$ cat config.mk
export PLATFORM = sky130hd
export DESIGN_NAME = circular_linked_task_queue_core
export DESIGN_NICKNAME = d
export VERILOG_FILES = /design/src/hw/rtl/cltq_pkg.sv /design/src/hw/rtl/cltq_link_tbl.sv /design/src/hw/rtl/circular_linked_task_queue_core.sv
export SDC_FILE = /design/constraint.sdc
export NUM_CORES = 1
export LEC_CHECK = 0
export BUFFER_PORTS_ARGS = -buffer_cell sky130_fd_sc_hd__buf_2
export CORE_MARGIN = 2
export CORE_UTILIZATION = 60
export DETAILED_ROUTE_END_ITERATION = 8
export PLACE_DENSITY = 0.82
export SYNTH_ARGS = -nofsm -noshare
export SYNTH_HDL_FRONTEND = slang
export SYNTH_SLANG_ARGS = --single-unit
$ cat constraint.sdc
create_clock -name clk -period 8.43 [get_ports clk]
set_clock_uncertainty 0.05 [all_clocks]
set_input_delay 0.4215 -clock clk [delete_from_list [all_inputs] [get_ports clk]]
set_output_delay 0.4215 -clock clk [all_outputs]
set_load 0.02 [all_outputs]
$ cat src/hw/rtl/cltq_pkg.sv
// cltq_pkg: shared types and constants for the circular linked task queue
// command and result beat structs, operation codes, link table control
// no dependencies
package cltq_pkg;

	localparam int TASK_W    = 4;
	localparam int COUNT_W   = 5;
	localparam int NUM_TASKS = 16;

	typedef enum logic {
		FUNC_APPEND = 1'b0,
		FUNC_REMOVE = 1'b1
	} func_t;

	typedef enum logic {
		STATUS_DONE   = 1'b0,
		STATUS_REJECT = 1'b1
	} status_t;

	typedef struct packed {
		func_t             func;
		logic [TASK_W-1:0] task_id;
	} cmd_beat_t;

	typedef struct packed {
		status_t            status;
		logic [TASK_W-1:0]  task_echo;
		logic [COUNT_W-1:0] queue_count;
		logic [TASK_W-1:0]  head_task;
		logic               head_valid;
	} rsp_beat_t;

	typedef struct packed {
		logic  wr_en;
		func_t op;
		logic  empty;
		logic  solo;
	} link_ctl_t;

endpackage

$ cat src/hw/rtl/cltq_link_tbl.sv
// cltq_link_tbl: next and prev pointer tables of the circular queue
// reads the links of the addressed task, applies append and unlink writes
// depends on cltq_pkg
module cltq_link_tbl #(
	parameter int NUM_TASKS = cltq_pkg::NUM_TASKS,
	localparam int PW = (NUM_TASKS > 1) ? $clog2(NUM_TASKS) : 1
) (
	input  logic                clk,
	input  cltq_pkg::link_ctl_t ctl,
	input  logic [PW-1:0]       tid,
	input  logic [PW-1:0]       head,
	input  logic [PW-1:0]       tail,
	output logic [PW-1:0]       nxt,
	output logic [PW-1:0]       prv
);

	logic [PW-1:0] next_q [NUM_TASKS];
	logic [PW-1:0] prev_q [NUM_TASKS];

	assign nxt = next_q[tid];
	assign prv = prev_q[tid];

	always_ff @(posedge clk) begin
		if (ctl.wr_en) begin
			if (ctl.op == cltq_pkg::FUNC_APPEND) begin
				if (ctl.empty) begin
					next_q[tid] <= tid;
					prev_q[tid] <= tid;
				end else begin
					next_q[tid]  <= head;
					prev_q[tid]  <= tail;
					next_q[tail] <= tid;
					prev_q[head] <= tid;
				end
			end else if (!ctl.solo) begin
				// unlink: neighbors point past the removed task
				next_q[prv] <= nxt;
				prev_q[nxt] <= prv;
			end
		end
	end

endmodule

$ cat src/hw/rtl/circular_linked_task_queue_core.sv
// circular_linked_task_queue_core: top level of the circular linked task queue
// command register, membership and head/tail/count state, result register
// depends on cltq_pkg and cltq_link_tbl
//
// Usage: a command beat (append a task at the tail, or remove a named task)
// is taken at a rising edge with start high and busy low. busy is never
// raised, so one command can be taken every cycle. The command is held in an
// input register while the membership bits and the link table row of the
// task decide the outcome; the state and the result register are written at
// the next edge. done is high for exactly one cycle, registered from the
// input stage valid flag, and the result beat on rsp is taken at the edge
// that ends it. Sustained rate: one command per cycle, through the input
// and result registers around the link update. The receiver cannot hold
// results off. Every command gives one result with status, the task, the
// count after the operation and the head. Rejected commands (duplicate
// append, remove of a non-member or from an empty queue, task id beyond the
// pool) leave the state unchanged. Reset empties the queue: no members,
// head zero, count zero.
module circular_linked_task_queue_core #(
	parameter int NUM_TASKS = cltq_pkg::NUM_TASKS,
	localparam int PW = (NUM_TASKS > 1) ? $clog2(NUM_TASKS) : 1,
	localparam int CW = $clog2(NUM_TASKS + 1)
) (
	input  logic                clk,
	input  logic                arst_n,
	input  logic                start,
	output logic                busy,
	input  cltq_pkg::cmd_beat_t cmd,
	output logic                done,
	output cltq_pkg::rsp_beat_t rsp
);

	logic                valid_s1;
	cltq_pkg::cmd_beat_t cmd_s1;

	logic [NUM_TASKS-1:0] member_q, member_nxt;
	logic [PW-1:0]        head_q, head_nxt;
	logic [PW-1:0]        tail_q, tail_nxt;
	logic                 nonempty_q, nonempty_nxt;
	logic [CW-1:0]        count_q, count_nxt;
	logic                 done_q;
	cltq_pkg::rsp_beat_t  rsp_q, rsp_nxt;

	logic                tid_ok, is_mem, app_ok, rem_ok, solo;
	logic [PW-1:0]       idx, link_nxt, link_prv;
	cltq_pkg::link_ctl_t link_ctl;

	assign busy = 1'b0;
	assign done = done_q;
	assign rsp  = rsp_q;

	always_ff @(posedge clk or negedge arst_n) begin
		if (!arst_n) begin
			valid_s1 <= 1'b0;
		end else begin
			valid_s1 <= start && !busy;
		end
	end

	always_ff @(posedge clk) begin
		if (start && !busy) begin
			cmd_s1 <= cmd;
		end
	end

	assign idx    = PW'(cmd_s1.task_id);
	assign tid_ok = valid_s1 && (int'(cmd_s1.task_id) < NUM_TASKS);
	assign is_mem = tid_ok && member_q[idx];
	assign solo   = (count_q == CW'(1));
	assign app_ok = tid_ok && (cmd_s1.func == cltq_pkg::FUNC_APPEND) && !is_mem;
	assign rem_ok = is_mem && nonempty_q && (cmd_s1.func == cltq_pkg::FUNC_REMOVE);

	always_comb begin
		link_ctl.wr_en = app_ok || rem_ok;
		link_ctl.op    = cmd_s1.func;
		link_ctl.empty = !nonempty_q;
		link_ctl.solo  = solo;
	end

	cltq_link_tbl #(
		.NUM_TASKS(NUM_TASKS)
	) u_link_tbl (
		.clk (clk),
		.ctl (link_ctl),
		.tid (idx),
		.head(head_q),
		.tail(tail_q),
		.nxt (link_nxt),
		.prv (link_prv)
	);

	always_comb begin
		member_nxt   = member_q;
		head_nxt     = head_q;
		tail_nxt     = tail_q;
		nonempty_nxt = nonempty_q;
		count_nxt    = count_q;
		if (app_ok) begin
			member_nxt[idx] = 1'b1;
			tail_nxt        = idx;
			nonempty_nxt    = 1'b1;
			count_nxt       = count_q + CW'(1);
			if (!nonempty_q) begin
				head_nxt = idx;
			end
		end else if (rem_ok) begin
			member_nxt[idx] = 1'b0;
			if (solo) begin
				head_nxt     = '0;
				tail_nxt     = '0;
				nonempty_nxt = 1'b0;
				count_nxt    = '0;
			end else begin
				count_nxt = count_q - CW'(1);
				if (head_q == idx) begin
					head_nxt = link_nxt;
				end
				if (tail_q == idx) begin
					tail_nxt = link_prv;
				end
			end
		end
	end

	always_comb begin
		rsp_nxt.status      = (app_ok || rem_ok) ? cltq_pkg::STATUS_DONE
		                                         : cltq_pkg::STATUS_REJECT;
		rsp_nxt.task_echo   = cmd_s1.task_id;
		rsp_nxt.queue_count = cltq_pkg::COUNT_W'(count_nxt);
		rsp_nxt.head_task   = nonempty_nxt ? cltq_pkg::TASK_W'(head_nxt) : '0;
		rsp_nxt.head_valid  = nonempty_nxt;
	end

	always_ff @(posedge clk or negedge arst_n) begin
		if (!arst_n) begin
			member_q   <= '0;
			head_q     <= '0;
			tail_q     <= '0;
			nonempty_q <= 1'b0;
			count_q    <= '0;
			done_q     <= 1'b0;
		end else begin
			member_q   <= member_nxt;
			head_q     <= head_nxt;
			tail_q     <= tail_nxt;
			nonempty_q <= nonempty_nxt;
			count_q    <= count_nxt;
			done_q     <= valid_s1;
		end
	end

	always_ff @(posedge clk) begin
		if (valid_s1) begin
			rsp_q <= rsp_nxt;
		end
	end

	a_count_matches_members: assert property (@(posedge clk) disable iff (!arst_n)
		$countones(member_q) == int'(count_q))
		else $error("member count differs from running count");

	a_empty_flag: assert property (@(posedge clk) disable iff (!arst_n)
		nonempty_q == (count_q != '0))
		else $error("nonempty flag differs from count");

	a_head_is_member: assert property (@(posedge clk) disable iff (!arst_n)
		nonempty_q |-> member_q[head_q])
		else $error("head task is not queued");

	a_tail_is_member: assert property (@(posedge clk) disable iff (!arst_n)
		nonempty_q |-> member_q[tail_q])
		else $error("tail task is not queued");

	a_append_done_nonempty: assert property (@(posedge clk) disable iff (!arst_n)
		(done && rsp.status == cltq_pkg::STATUS_DONE
			&& $past(cmd_s1.func) == cltq_pkg::FUNC_APPEND) |-> rsp.head_valid)
		else $error("accepted append left the queue empty");

endmodule
==> metrics.cfg <==
[critical_path]
crit_path_frequent_cell=o21ai_0
cp-start-kind=flop
critical_path_class=reg2reg
crit_chain=nor2b_1, a221oi_1, a21oi_1, o21ai_0, mux2i_1, nand2b_1, o21ai_0
cp_max_fo=21
cp-end-kind=flop
crit_path_max_incr_delay_ns=1.11
cp.required_ns=8.45
crit_path_top_delay_cell=dfxtp_1
cp_num_buf_inv=0
crit_family=compound AO/OA/AOI/OAI gates
cp.arrival_ns=4.55

[floorplanning]
core_um2=17100
start_util_pct=60.6
dieArea_um2=18400
die_height_um=135
num_io_pins=25
rows=48
dieWidth_um=135

[finish]
fin_nets=888
multi_input_area_um2=4660
seq_area_um2=5330
num-fill-cells=1277
drive_above_1_share_pct=16.7
diodes=0
area_growth_pct=7.15
finalNonFillerCells=1115

[timing]
finalSetupTns_ns=0
drv_slew=0
hold_violations=20
whs_ns=-0.00786
rsz0062_at_grt=no
post-route-period-util_pct=53.6
setup_violations=0
worst_pin_slew_ns=1.19
fin_crit_ns=4.52
max_freq_ghz=0.221
maxSlewHeadroom_pct=20.7

[synth]
yosys_register_bits=184
synth_cell_types=74
ys_seq_area_share_pct=51.3
synth.area.top_cells=edfxtp_1, mux2i_1, dfrtp_1
synth_top_area_share_pct=42.9
synthArstFlopShare_pct=17.4
synth_edf_count=148
postSynthAreaPerCell_um2=11.6
netlist_instances=897
yosys.area.top_type=edfxtp_1
ys.flop_type=edfxtp_1
netlist_area_um2=10400
ys_warn_count=0
syn_nets=908

[power_and_ir_drop]
ir_worst_vdd_uv=191
powerDensity_nw_per_um2=239
leakagePower_uw=0.00432

[placement]
port_buffers=23
hpwlAfterDp_um=16600
dpl.cell_count=1083
place_congestion=0.885

[cts]
holdBufCountCts=0
clkTransAtPathRegs_ns=0.07
cts_max_level=4
postCtsSetupBuffers=0
clk_latency_ns=0.44
cts.sinks=184
cts_buffers=17
cts_resized=0
cts_buffer_depth=2
cts_tree=done
cts_root_buffer=clkbuf_16

[detailed_routing]
drc_errors=0
dr_total_vias=7500
wl_um=25400
firstDrtPassIters=5
drtIter0Drc=863
wl_per_cell_um=22.7
ant_nets=0
vias_per_cell=6.73

[worst_hold_path]
hp-class=in2async

[grt]
grt-ovfl-total=0
antenna_found_initial=0
grt_use_total_pct=28.9
grt_max_degree=47
grt_pass1_wl_um=40100
grt_pass1_vias=7417

[run_status]
violations=negative hold slack
status=finished, violations left

[flow_run]
max_cap_violations=0

==> worst paths after layout <==
path	startpoint	endpoint	slack, ns	cells after the start
worst min register to register	flop	flop	0.45	1
worst max-delay path	flop	u_link_tbl.next_q[2][1]	3.91	7
worst max register to register	flop	u_link_tbl.next_q[2][1]	3.91	7
min in group clk	cmd[4]	cmd_s1[4]	0.10	1
max in group asynchronous	arst_n	head_q[3]	7.87	1
worst min-delay path	arst_n	asynchronous set/reset pin	-0.008	1
==> layout make-up <==
type	instances	share of cell area [%]
multi-input cells	626	41.9
inverters	12	0.405
well taps	225	2.53
clock buffers	20	4.31
flip-flops and latches	184	47.9
clock inverters	12	0.991
repair buffers	36	1.91
==> metrics by stage <==
step	setup WS, ns	instance area, um2	utilization (%)	total power [uW]
after floorplan	5.37	10400	-	1680
after global placement	4.17	10500	61.5	1830
after detailed placement	4.00	10500	61.5	1850
after CTS	4.02	11100	64.9	2640
after global routing	3.67	11100	64.9	2750
final	3.91	11100	64.9	2650
==> Yosys cell counts (13+ instances only) <==
cell type  instances
a21oi_1           29
a221oi_1          13
buf_2             22
clkbuf_1          46
dfrtp_1           32
edfxtp_1         148
mux2_2            33
mux2i_1          123
mux4_2            23
nand2_1          147
nand2b_1          14
nor2_1            39
o21ai_0           45
==> cell families after synthesis <==
group	share of synthesized area (%)
compound gates	9.41
xor+xnor	0.676
fa+ha+maj	0.362
buf+inv	3.74
flops	51.3
mux	20.9
other cells	0.0362
simple gates	13.5
==> metal layers <==
layer | routed length (um) | track usage (%) | vias to the layer above | share of wire (%)
met2 | 12000 | 45.6 | 468 | 47
met1 | 9820 | 38.0 | 3661 | 39
met3 | 2600 | 7.71 | 79 | 10
met5 | 0 | 0 | - | 0
met4 | 943 | 13.0 | 0 | 3.7
li1 | - | - | 3292 | -
==> where the power goes <==
part	total (uW)	switching [uW]	internal (uW)
sequential	1200	90.5	1110
combinational	651	423	227
clock	797	352	445
total	2650	866	1790
==> cell usage in the layout, fill, tap and decap left out, types with 13 or more instances in the layout <==
cell and n:
mux2_2 33, buf_2 23, nand2b_1 14, clkbuf_16 19
nor2_1 39, dfrtp_1 32, nand2_1 147, a221oi_1 13
edfxtp_1 148, mux4_2 23, o21ai_0 45, a21oi_1 29
mux2i_1 123, buf_4 13
Note: power is estimated with default switching activity, not from simulation.
